===== config.mk =====
export PLATFORM = sky130hd
export DESIGN_NAME = round_robin_thread_scheduler_unit
export DESIGN_NICKNAME = d
export VERILOG_FILES = /design/src/design/rrts_pkg.sv /design/src/design/round_robin_thread_scheduler_unit.sv /design/src/design/rrts_ram.sv /design/src/design/rrts_slot_eval.sv
export VERILOG_INCLUDE_DIRS = /design/src /design/src/design
export SDC_FILE = /design/constraint.sdc
export NUM_CORES = 1
export LEC_CHECK = 0
export BUFFER_PORTS_ARGS = -buffer_cell sky130_fd_sc_hd__buf_2
export CORE_ASPECT_RATIO = 1.75
export CORE_UTILIZATION = 56
export CTS_CLUSTER_SIZE = 30
export DETAILED_ROUTE_END_ITERATION = 6
export HOLD_SLACK_MARGIN = 0.1
export PLACE_DENSITY_LB_ADDON = 0.3
export SYNTH_ARGS = -nofsm -noshare
export SYNTH_HDL_FRONTEND = slang
export SYNTH_HIERARCHICAL = 1
export SYNTH_SLANG_ARGS = --single-unit
export TNS_END_PERCENT = 5

===== constraint.sdc =====
create_clock -name clock -period 3.5 [get_ports clock]
set_input_delay 1.05 -clock clock [delete_from_list [all_inputs] [get_ports clock]]
set_output_delay 1.05 -clock clock [all_outputs]
set_load 0.01 [all_outputs]

===== src/design/assert_macros.svh =====
// ---------------------------------------------------------------------------
// Assertion macros
// Concurrent assertion wrappers used by the scheduler unit.
// ---------------------------------------------------------------------------
`ifndef ASSERT_MACROS_SVH
`define ASSERT_MACROS_SVH
`ifndef NO_ASSERTIONS
// Check a property on every rising clock edge outside reset.
`define RRTS_ASSERT(label, clk, rst, prop) \
   label: assert property (@(posedge clk) disable iff (rst) (prop)) \
      else $error("rrts assertion failed");
// Check that a condition never occurs outside reset.
`define RRTS_ASSERT_NEVER(label, clk, rst, cond) \
   label: assert property (@(posedge clk) disable iff (rst) !(cond)) \
      else $error("rrts forbidden condition seen");
`else
`define RRTS_ASSERT(label, clk, rst, prop)
`define RRTS_ASSERT_NEVER(label, clk, rst, cond)
`endif
`endif


===== src/design/rrts_pkg.sv =====
// ---------------------------------------------------------------------------
// rrts_pkg
// Types and constants of the round-robin thread scheduler.
// ---------------------------------------------------------------------------
`default_nettype none

package rrts_pkg;

   localparam int FIELD_SLOT_W = 4;

   typedef enum logic [1:0] {
      OP_CREATE = 2'd0,
      OP_YIELD  = 2'd1,
      OP_JOIN   = 2'd2,
      OP_EXIT   = 2'd3
   } req_op_type;

   typedef enum logic [1:0] {
      SLOT_DEAD     = 2'd0,
      SLOT_RUNNABLE = 2'd1,
      SLOT_RUNNING  = 2'd2,
      SLOT_BLOCKED  = 2'd3
   } slot_state_type;

   typedef enum logic [1:0] {
      SEQ_IDLE,
      SEQ_SCAN,
      SEQ_FINISH
   } seq_state_type;

   typedef struct packed {
      req_op_type              req_type;
      logic [FIELD_SLOT_W-1:0] join_target;
   } req_beat_type;

   typedef struct packed {
      logic                    status;
      logic [FIELD_SLOT_W-1:0] new_slot;
      logic [FIELD_SLOT_W-1:0] next_running;
      logic                    restore_saved;
   } rsp_beat_type;

   // One slot table entry as stored in the table RAM.
   typedef struct packed {
      slot_state_type          st;
      logic                    pending;
      logic [FIELD_SLOT_W-1:0] join_slot;
      logic                    first_run;
   } entry_type;

   localparam int ENTRY_W = $bits(entry_type);

   // Verdict of the slot evaluator on one entry.
   typedef struct packed {
      logic dead;
      logic pick;
      logic wake;
   } eval_type;

endpackage

`default_nettype wire


===== src/design/round_robin_thread_scheduler_unit.sv =====
// ---------------------------------------------------------------------------
// round_robin_thread_scheduler_unit
// Thread slot table with create, yield, join and exit requests.
// ---------------------------------------------------------------------------
// Usage:
//  - Issue a request beat on req_data with start; it is taken at an edge where
//    busy is low. busy stays high until the request is done.
//  - Each request answers with one beat on rsp_data, flagged by rsp_valid for
//    a single cycle. The receiver cannot hold it off; capture it that cycle.
//  - Scan: the table sits in a one-port-read RAM, and one slot entry is
//    read and classified per cycle by the shared slot evaluator. Create walks
//    all NUM_SLOTS entries, the other requests the NUM_SLOTS-1 entries besides
//    the running slot. After the scan a finish step registers the response.
//  - Back to back: busy drops while the response is shown, so the next
//    request can be taken at the edge that ends the response cycle.
//  - Reset: slot 0 runs, every other slot is dead, all first-run marks set.
//    Table entries never written since reset read as these values through
//    per-entry valid bits, so no clearing pass is needed.
//  - The running slot's first-run mark lives in a register; its RAM copy is
//    refreshed whenever the slot gives up the processor.
// ---------------------------------------------------------------------------
`default_nettype none

`include "assert_macros.svh"

module round_robin_thread_scheduler_unit #(
   parameter int NUM_SLOTS = 16
) (
   input  wire logic                   clock,
   input  wire logic                   reset,
   input  wire logic                   start,
   input  wire rrts_pkg::req_beat_type req_data,
   output logic                        busy,
   output logic                        rsp_valid,
   output rrts_pkg::rsp_beat_type      rsp_data
);

   import rrts_pkg::*;

   localparam int IW = $clog2(NUM_SLOTS);
   localparam int CW = $clog2(NUM_SLOTS + 1);
   localparam int PW = (IW > FIELD_SLOT_W) ? IW : FIELD_SLOT_W;

   // control state
   seq_state_type          seq_ff, seq_in;
   logic [IW-1:0]          cur_ff, cur_in;
   logic                   cur_first_ff, cur_first_in;
   logic [NUM_SLOTS-1:0]   valid_ff, valid_in;
   logic [CW-1:0]          left_ff, left_in;
   logic                   rd_pend_ff, rd_pend_in;
   logic                   found_ff, found_in;
   logic                   rsp_valid_ff, rsp_valid_in;

   // payload state
   req_op_type             op_ff, op_in;
   logic [IW-1:0]          addr_ff, addr_in;
   logic [IW-1:0]          rd_tag_ff, rd_tag_in;
   logic                   rd_valid_ff, rd_valid_in;
   logic [IW-1:0]          found_slot_ff, found_slot_in;
   logic                   found_first_ff, found_first_in;
   rsp_beat_type           rsp_data_ff, rsp_data_in;

   // table RAM port
   logic                   wr_en;
   logic [IW-1:0]          wr_addr;
   entry_type              wr_entry;
   logic                   rd_en;
   logic [ENTRY_W-1:0]     rd_word;

   entry_type              seen;
   eval_type               verdict;
   logic                   hit;
   logic                   accept;
   logic [IW-1:0]          next_slot;
   logic [IW-1:0]          cur_succ;
   logic [IW-1:0]          addr_succ;
   logic [PW-1:0]          pad_new;
   logic [PW-1:0]          pad_next;
   logic [PW-1:0]          pad_cur;

   rrts_ram #(
      .WIDTH (ENTRY_W),
      .DEPTH (NUM_SLOTS)
   ) u_table (
      .clock   (clock),
      .wr_en   (wr_en),
      .wr_addr (wr_addr),
      .wr_data (wr_entry),
      .rd_en   (rd_en),
      .rd_addr (addr_ff),
      .rd_data (rd_word)
   );

   // An entry never written since reset reads as its reset value.
   always_comb begin
      if (rd_valid_ff) begin
         seen = entry_type'(rd_word);
      end else begin
         seen.st        = (rd_tag_ff == '0) ? SLOT_RUNNING : SLOT_DEAD;
         seen.pending   = 1'b0;
         seen.join_slot = '0;
         seen.first_run = 1'b1;
      end
   end

   rrts_slot_eval #(
      .SLOT_W (IW)
   ) u_eval (
      .entry   (seen),
      .tag     (rd_tag_ff),
      .cur     (cur_ff),
      .op      (op_ff),
      .verdict (verdict)
   );

   assign hit    = (op_ff == OP_CREATE) ? verdict.dead : verdict.pick;
   assign accept = start && (seq_ff == SEQ_IDLE);
   assign busy   = (seq_ff != SEQ_IDLE);

   // wrap slot numbers modulo NUM_SLOTS
   assign cur_succ  = (cur_ff == IW'(NUM_SLOTS - 1)) ? '0 : cur_ff + 1'b1;
   assign addr_succ = (addr_ff == IW'(NUM_SLOTS - 1)) ? '0 : addr_ff + 1'b1;

   // no runnable slot found: keep the current slot
   assign next_slot = found_ff ? found_slot_ff : cur_ff;
   assign pad_new   = PW'(found_slot_ff);
   assign pad_next  = PW'(next_slot);
   assign pad_cur   = PW'(cur_ff);

   // next state of the sequencer
   always_comb begin
      seq_in = seq_ff;
      case (seq_ff)
         SEQ_IDLE: begin
            if (start) begin
               seq_in = SEQ_SCAN;
            end
         end
         SEQ_SCAN: begin
            // the last read is classified in the cycle left hits zero
            if (left_ff == '0) begin
               seq_in = SEQ_FINISH;
            end
         end
         SEQ_FINISH: begin
            seq_in = SEQ_IDLE;
         end
         default: begin
            seq_in = SEQ_IDLE;
         end
      endcase
   end

   // datapath and table port control
   always_comb begin
      op_in          = op_ff;
      cur_in         = cur_ff;
      cur_first_in   = cur_first_ff;
      left_in        = left_ff;
      addr_in        = addr_ff;
      rd_pend_in     = 1'b0;
      rd_tag_in      = rd_tag_ff;
      rd_valid_in    = rd_valid_ff;
      found_in       = found_ff;
      found_slot_in  = found_slot_ff;
      found_first_in = found_first_ff;
      rsp_valid_in   = 1'b0;
      rsp_data_in    = rsp_data_ff;
      valid_in       = valid_ff;
      wr_en          = 1'b0;
      wr_addr        = cur_ff;
      wr_entry       = '0;
      rd_en          = 1'b0;

      case (seq_ff)
         SEQ_IDLE: begin
            if (accept) begin
               op_in     = req_data.req_type;
               found_in  = 1'b0;
               if (req_data.req_type == OP_CREATE) begin
                  addr_in = '0;
                  left_in = CW'(NUM_SLOTS);
               end else begin
                  addr_in = cur_succ;
                  left_in = CW'(NUM_SLOTS - 1);
                  // write back the slot that gives up the processor
                  wr_en              = 1'b1;
                  wr_addr            = cur_ff;
                  wr_entry.first_run = cur_first_ff;
                  case (req_data.req_type)
                     OP_YIELD: begin
                        wr_entry.st = SLOT_RUNNABLE;
                     end
                     OP_JOIN: begin
                        wr_entry.st        = SLOT_BLOCKED;
                        wr_entry.pending   = 1'b1;
                        wr_entry.join_slot = req_data.join_target;
                     end
                     default: begin
                        wr_entry.st = SLOT_DEAD;
                     end
                  endcase
               end
            end
         end

         SEQ_SCAN: begin
            // issue: one entry read per cycle
            if (left_ff != '0) begin
               rd_en       = 1'b1;
               rd_pend_in  = 1'b1;
               rd_tag_in   = addr_ff;
               rd_valid_in = valid_ff[addr_ff];
               addr_in     = addr_succ;
               left_in     = left_ff - 1'b1;
            end
            // classify the entry read last cycle
            if (rd_pend_ff) begin
               if (hit && !found_ff) begin
                  found_in       = 1'b1;
                  found_slot_in  = rd_tag_ff;
                  found_first_in = seen.first_run;
               end
               if (verdict.wake) begin
                  wr_en              = 1'b1;
                  wr_addr            = rd_tag_ff;
                  wr_entry           = seen;
                  wr_entry.st        = SLOT_RUNNABLE;
                  wr_entry.pending   = 1'b0;
               end
            end
         end

         SEQ_FINISH: begin
            rsp_valid_in = 1'b1;
            cur_first_in = 1'b0;
            if (op_ff == OP_CREATE) begin
               rsp_data_in.status        = !found_ff;
               rsp_data_in.new_slot      = found_ff ? pad_new[FIELD_SLOT_W-1:0] : '0;
               rsp_data_in.next_running  = pad_cur[FIELD_SLOT_W-1:0];
               rsp_data_in.restore_saved = 1'b1;
               if (found_ff) begin
                  wr_en              = 1'b1;
                  wr_addr            = found_slot_ff;
                  wr_entry.st        = SLOT_RUNNABLE;
                  wr_entry.first_run = 1'b1;
               end
            end else begin
               rsp_data_in.status        = 1'b0;
               rsp_data_in.new_slot      = '0;
               rsp_data_in.next_running  = pad_next[FIELD_SLOT_W-1:0];
               rsp_data_in.restore_saved = found_ff ? !found_first_ff : !cur_first_ff;
               // enter the chosen slot
               wr_en       = 1'b1;
               wr_addr     = next_slot;
               wr_entry.st = SLOT_RUNNING;
               cur_in      = next_slot;
            end
         end

         default: begin
            rsp_valid_in = 1'b0;
         end
      endcase

      if (wr_en) begin
         valid_in[wr_addr] = 1'b1;
      end
   end

   always_ff @(posedge clock) begin
      if (reset) begin
         seq_ff       <= SEQ_IDLE;
         cur_ff       <= '0;
         cur_first_ff <= 1'b1;
         valid_ff     <= '0;
         left_ff      <= '0;
         rd_pend_ff   <= 1'b0;
         found_ff     <= 1'b0;
         rsp_valid_ff <= 1'b0;
      end else begin
         seq_ff       <= seq_in;
         cur_ff       <= cur_in;
         cur_first_ff <= cur_first_in;
         valid_ff     <= valid_in;
         left_ff      <= left_in;
         rd_pend_ff   <= rd_pend_in;
         found_ff     <= found_in;
         rsp_valid_ff <= rsp_valid_in;
      end
   end

   always_ff @(posedge clock) begin
      op_ff          <= op_in;
      addr_ff        <= addr_in;
      rd_tag_ff      <= rd_tag_in;
      rd_valid_ff    <= rd_valid_in;
      found_slot_ff  <= found_slot_in;
      found_first_ff <= found_first_in;
      rsp_data_ff    <= rsp_data_in;
   end

   assign rsp_valid = rsp_valid_ff;
   assign rsp_data  = rsp_data_ff;

   // the response beat is only shown once the sequencer is back at idle
   `RRTS_ASSERT(a_rsp_when_idle, clock, reset, rsp_valid_ff |-> (seq_ff == SEQ_IDLE))
   // a taken request keeps the block busy in the next cycle
   `RRTS_ASSERT(a_accept_busy, clock, reset, accept |=> busy)
   // only slot 0, before it ever gave up the processor, may still be on first run
   `RRTS_ASSERT(a_first_run_slot0, clock, reset, cur_first_ff |-> (cur_ff == '0))
   // a failed create reports no slot
   `RRTS_ASSERT_NEVER(a_fail_slot, clock, reset, rsp_valid && rsp_data.status && |rsp_data.new_slot)
   // a scan hit is not lost before the finish step
   `RRTS_ASSERT(a_found_holds, clock, reset, (found_ff && (seq_ff == SEQ_SCAN)) |=> found_ff)

endmodule

`default_nettype wire


===== src/design/rrts_ram.sv =====
// ---------------------------------------------------------------------------
// rrts_ram
// Generic single-write, single-read RAM with registered read data.
// ---------------------------------------------------------------------------
`default_nettype none

module rrts_ram #(
   parameter int WIDTH = 8,
   parameter int DEPTH = 16
) (
   input  wire logic                     clock,
   input  wire logic                     wr_en,
   input  wire logic [$clog2(DEPTH)-1:0] wr_addr,
   input  wire logic [WIDTH-1:0]         wr_data,
   input  wire logic                     rd_en,
   input  wire logic [$clog2(DEPTH)-1:0] rd_addr,
   output logic      [WIDTH-1:0]         rd_data
);

   logic [WIDTH-1:0] mem_ff [DEPTH];
   logic [WIDTH-1:0] rd_data_ff;

   always_ff @(posedge clock) begin
      if (wr_en) begin
         mem_ff[wr_addr] <= wr_data;
      end
      if (rd_en) begin
         rd_data_ff <= mem_ff[rd_addr];
      end
   end

   assign rd_data = rd_data_ff;

endmodule

`default_nettype wire


===== src/design/rrts_slot_eval.sv =====
// ---------------------------------------------------------------------------
// rrts_slot_eval
// Shared compare unit: classifies one table entry during a scan.
// ---------------------------------------------------------------------------
`default_nettype none

module rrts_slot_eval #(
   parameter int SLOT_W = 4
) (
   input  wire rrts_pkg::entry_type  entry,
   input  wire logic [SLOT_W-1:0]    tag,
   input  wire logic [SLOT_W-1:0]    cur,
   input  wire rrts_pkg::req_op_type op,
   output rrts_pkg::eval_type        verdict
);

   import rrts_pkg::*;

   localparam int PW = (SLOT_W > FIELD_SLOT_W) ? SLOT_W : FIELD_SLOT_W;

   logic skip_zero;
   logic joins_cur;

   // yield and join never hand the processor to slot 0
   assign skip_zero = (op != OP_EXIT) && (tag == '0);
   assign joins_cur = entry.pending && (PW'(entry.join_slot) == PW'(cur));

   always_comb begin
      verdict.dead = (entry.st == SLOT_DEAD);
      verdict.wake = (op == OP_EXIT) && joins_cur;
      verdict.pick = !skip_zero && ((entry.st == SLOT_RUNNABLE) || verdict.wake);
   end

endmodule

`default_nettype wire

==> results.tsv <==
stage	metric	value	unit
floorplanning	DIE WIDTH	93.0	um
sta	Fmax	303	MHz
logic_synthesis	Syn Std Cell Area	0.00811	mm^2
finish	area grow syn2layout	12.0	%
critical_path	critical path startpoint	rd_valid_ff$_DFFE_PP_	
logic_synthesis	average size of a mapped cell	15.9	um^2
cts	Post-CTS Setup Bufs	0	
critical_path	kind of cell adding the most delay to the critical path	simple AND/OR/NAND/NOR gates	
pwr	Clock Power Share	33.6	%
critical_path	FF-to-FF path depth	10	
cts	post-CTS sizing	0	
finish	final cell count without fillers	745	
critical_path	worst reg2reg setup slack	0.20	ns
logic_synthesis	post-synthesis cell type count	51	
placed_design	Placed Cells	713	
cts	Clk Latency, worst-skew pair	0.42	ns
pwr	Internal	4.11	mW
route	Detail Route Antenna Nets	0	
pwr	Peak VDD IR	437	uV
route	Pre-antenna DRT Iters	5	
sta	Hold Worst Slack	0.469	ns
flow_run	max_cap viols	0	
critical_path	CP Max Fanout	9	
sta	Max-Slew Margin vs Limit	17.0	%
critical_path	Reg2Reg Launch Point	rd_valid_ff$_DFFE_PP_	
sta	max-slew violations	0	
cts	clock buffer count from CTS	17	
critical_path	crit path to	u_table/mem_ff[0][1]$_DFFE_PP_	
critical_path	critical path data required time	3.62	ns
global_route	met2 Use GR	43.6	%
global_route	initial antenna violation count	0	
cts	cts-stage hold buffer count	0	
finish	Final Util	65.0	%
floorplanning	# rows	57	
pwr	PD cells	623	mW/mm^2
critical_path	Largest stage delay, worst path	0.55	ns
sta	crit path time final	3.30	ns
global_route	largest net degree at the start of global routing	42	
global_route	total gr overflow	0	
logic_synthesis	Yosys warning total	6	
cts	clock buffer depth	2	
finish	multi-input logic area	0.00235	mm^2
floorplanning	core area	0.0140	mm^2
logic_synthesis	post-synthesis sequential area ratio	67.6	%
sta	final hold violation count	0	
critical_path	slowest cell on the critical path	or3b_2	
route	post-DR vias/cell	6.25	
pwr	Leak	3.20	nW
logic_synthesis	async set-or-reset flop fraction in the synthesized netlist	0	%
logic_synthesis	cells after synthesis	511	
logic_synthesis	top_reg_cell synth	edfxtp_1	
global_route	met1 usage	25.3	%
sta	crit share post-route	94.3	%
sta	Worst Tran Pin Value	1.25	ns
critical_path	CP arrival	3.43	ns
finish	number of diodes	0	
floorplanning	Die Y	161	um
route	drt wl/cell	22.3	um
pwr	Power, Total	5.66	mW
placed_design	number of port buffers	20	
finish	fillcell total	958	
route	via count	4653	
floorplanning	I/O pins	21	
cts	CTS clk-pin slew, worst paths	0.07	ns
sta	Layout Skew	0.0100	ns
route	DRC violations left	0	
sta	Setup TNS	0	ns
critical_path	CP dominant cell by count	nor3_1	
worst_hold_path	Hold Path Class	reg2reg	
critical_path	CP Depth	10	
cts	CTS tree	yes	
outcome	status	completed	
logic_synthesis	number of synthesized flops with an enable pin	162	
critical_path	crit-path cells	and2_1 -> xnor2_1 -> nand3_1 -> nor3_1 -> a21bo_1 -> nand2_1 -> a221o_1 -> or3b_2 -> nor3_1 -> buf_4	
finish	layout cells sized above 1	20.4	%
critical_path	CP endpoint kind	register	
global_route	GR peak layer	met2	
critical_path	Worst Setup Path Type	reg2reg	
pwr	Comb power frac	17.8	%
pwr	Psw	1.55	mW
sta	# setup viols final	0	
floorplanning	Initial Util	58.0	%
finish	sequential standard cell area	0.00549	mm^2
floorplanning	die area	0.0150	mm^2
sta	RSZ-0062 raised after global routing	false	
pwr	sw frac	27.4	%
logic_synthesis	Synthesized Nets	530	
pwr	sequential fraction of design power	48.5	%
placed_design	global placement routability congestion	0.859	
cts	clk sinks	193	
global_route	number of global-route vias before repair	4830	
critical_path	type of origin of the critical path	register	
finish	Nets	574	
global_route	GRT Total Usage	23.7	%
route	1st-iter DRT viols	298	
global_route	first-pass GRT wire length	25600	um
logic_synthesis	Seq cells post-synth	193	
placed_design	hpwl dp	11600	um
cts	Root Driver	clkbuf_16	
global_route	M3 GR Usage	4.14	%
cts	H-tree depth	4	
critical_path	CP bufs+invs	1	
critical_path	R2R Path End	u_table/mem_ff[0][1]$_DFFE_PP_	
route	final WL	16600	um
## flip-flops by register name (all words and copies together), names as in the netlist, 4 cells and up
register,flops
rsp_data,10
u_table/rd_data,8
left_ff,5
valid_ff,16
found_slot_ff,4
rd_tag_ff,4
u_table/mem_ff,128
cur_ff,4
addr_ff,4
## layer usage
metal  vias up  part of all wire (%)
li1       2086                     -
met1      2360                    35
met2       170                    57
met3        37                   3.8
met4         0                   3.8
met5         -                     0
## final cells by class
type	count	area share [%]
multi-input cells	263	25.9
clock buffers	18	4.72
clock inverters	14	1.76
flip-flops and latches	193	60.4
repair buffers	47	3.47
well taps	177	2.44
inverters	33	1.36
## how the worst min path moves through the flow
stage	from	end	slack [ns]	cells after the start
after floorplan	left_ff[1]$_SDFFE_PP0P_	left_ff[1]$_SDFFE_PP0P_	0.44	2
after global placement	left_ff[1]$_SDFFE_PP0P_	left_ff[1]$_SDFFE_PP0P_	0.45	2
after detailed placement	left_ff[1]$_SDFFE_PP0P_	left_ff[1]$_SDFFE_PP0P_	0.46	2
after CTS	left_ff[1]$_SDFFE_PP0P_	left_ff[1]$_SDFFE_PP0P_	0.47	2
after global routing	valid_ff[4]$_SDFFE_PP0P_	valid_ff[4]$_SDFFE_PP0P_	0.50	2
final	left_ff[1]$_SDFFE_PP0P_	left_ff[1]$_SDFFE_PP0P_	0.47	2
## cell usage after synthesis (2+ instances only)
library cell / instances / area [um^2]
clkdlybuf4s25_2: 3 / 30.0
nand3b_1: 4 / 30.0
a31oi_1: 3 / 18.8
mux2i_1: 9 / 90.1
mux4_1: 14 / 368
nor3_1: 6 / 30.0
inv_1: 33 / 124
nand2b_1: 6 / 37.5
or3b_4: 2 / 22.5
a21oi_1: 15 / 75.1
ha_1: 10 / 125
a22o_2: 4 / 40.0
a22oi_1: 18 / 135
nor4b_1: 2 / 17.5
clkbuf_1: 8 / 30.0
xnor2_1: 3 / 26.3
mux2_2: 5 / 56.3
a211oi_1: 2 / 15.0
nand2_1: 24 / 90.1
nand3_1: 15 / 75.1
xor2_1: 4 / 35.0
nor2b_1: 3 / 18.8
a22o_1: 2 / 17.5
edfxtp_1: 162 / 4860
a221o_1: 2 / 20.0
nor2_1: 31 / 116
mux4_2: 23 / 518
or4_1: 2 / 15.0
and3_1: 5 / 31.3
o21ai_0: 9 / 45.0
o22ai_1: 16 / 100
nor3b_1: 2 / 15.0
dfxtp_1: 31 / 621
buf_6: 5 / 56.3
and2_1: 8 / 50.1
buf_2: 5 / 25.0
## through the flow
step / cell area (um^2) / worst slack [ns]
2_1_floorplan: 8110 / 0.194
3_3_place_gp: 8500 / 0.379
3_5_place_dp: 8500 / 0.259
4_1_cts: 9090 / 0.216
5_1_grt: 9090 / 0.0267
6_report: 9090 / 0.198
## logic make-up after synthesis
family | Yosys count | synth area share (%)
compound gates | 79 | 6.60
simple gates | 116 | 7.37
flops | 193 | 67.6
buf+inv | 55 | 3.36
mux | 51 | 12.7
xor+xnor | 7 | 0.756
fa+ha+maj | 10 | 1.54
## worst min-delay path: stages, from the launching register on
cell and delay (ns):
dfxtp_1 0.32, nand2_1 0.05, a21oi_1 0.05
## power by group through the flow
stage / Sequential (mW) / Clock [mW] / Combinational (mW)
3_5_place_dp: 2.80 / 0 / 1.00
3_3_place_gp: 2.79 / 0 / 0.981
2_1_floorplan: 2.77 / 0 / 0.765
5_1_grt: 2.76 / 2.02 / 1.09
6_report: 2.75 / 1.90 / 1.01
4_1_cts: 2.75 / 1.92 / 1.01
## cells in the final DEF, fill, tap and decap left out, types with 4 or more instances in the layout
cell,synthesis,layout
a21oi_1,15,15
a22o_2,4,4
a22oi_1,18,18
and2_1,8,8
and3_1,5,5
buf_2,5,20
buf_4,1,26
clkbuf_16,0,17
dfxtp_1,31,31
edfxtp_1,162,162
ha_1,10,10
inv_1,33,33
inv_8,0,5
mux2_2,5,5
mux2i_1,9,9
mux4_1,14,14
mux4_2,23,23
nand2_1,24,24
nand2b_1,6,6
nand3_1,15,15
nand3b_1,4,4
nor2_1,31,31
nor3_1,6,6
o21ai_0,9,9
o22ai_1,16,16
xor2_1,4,4
Power figures use the tool's default switching activity.
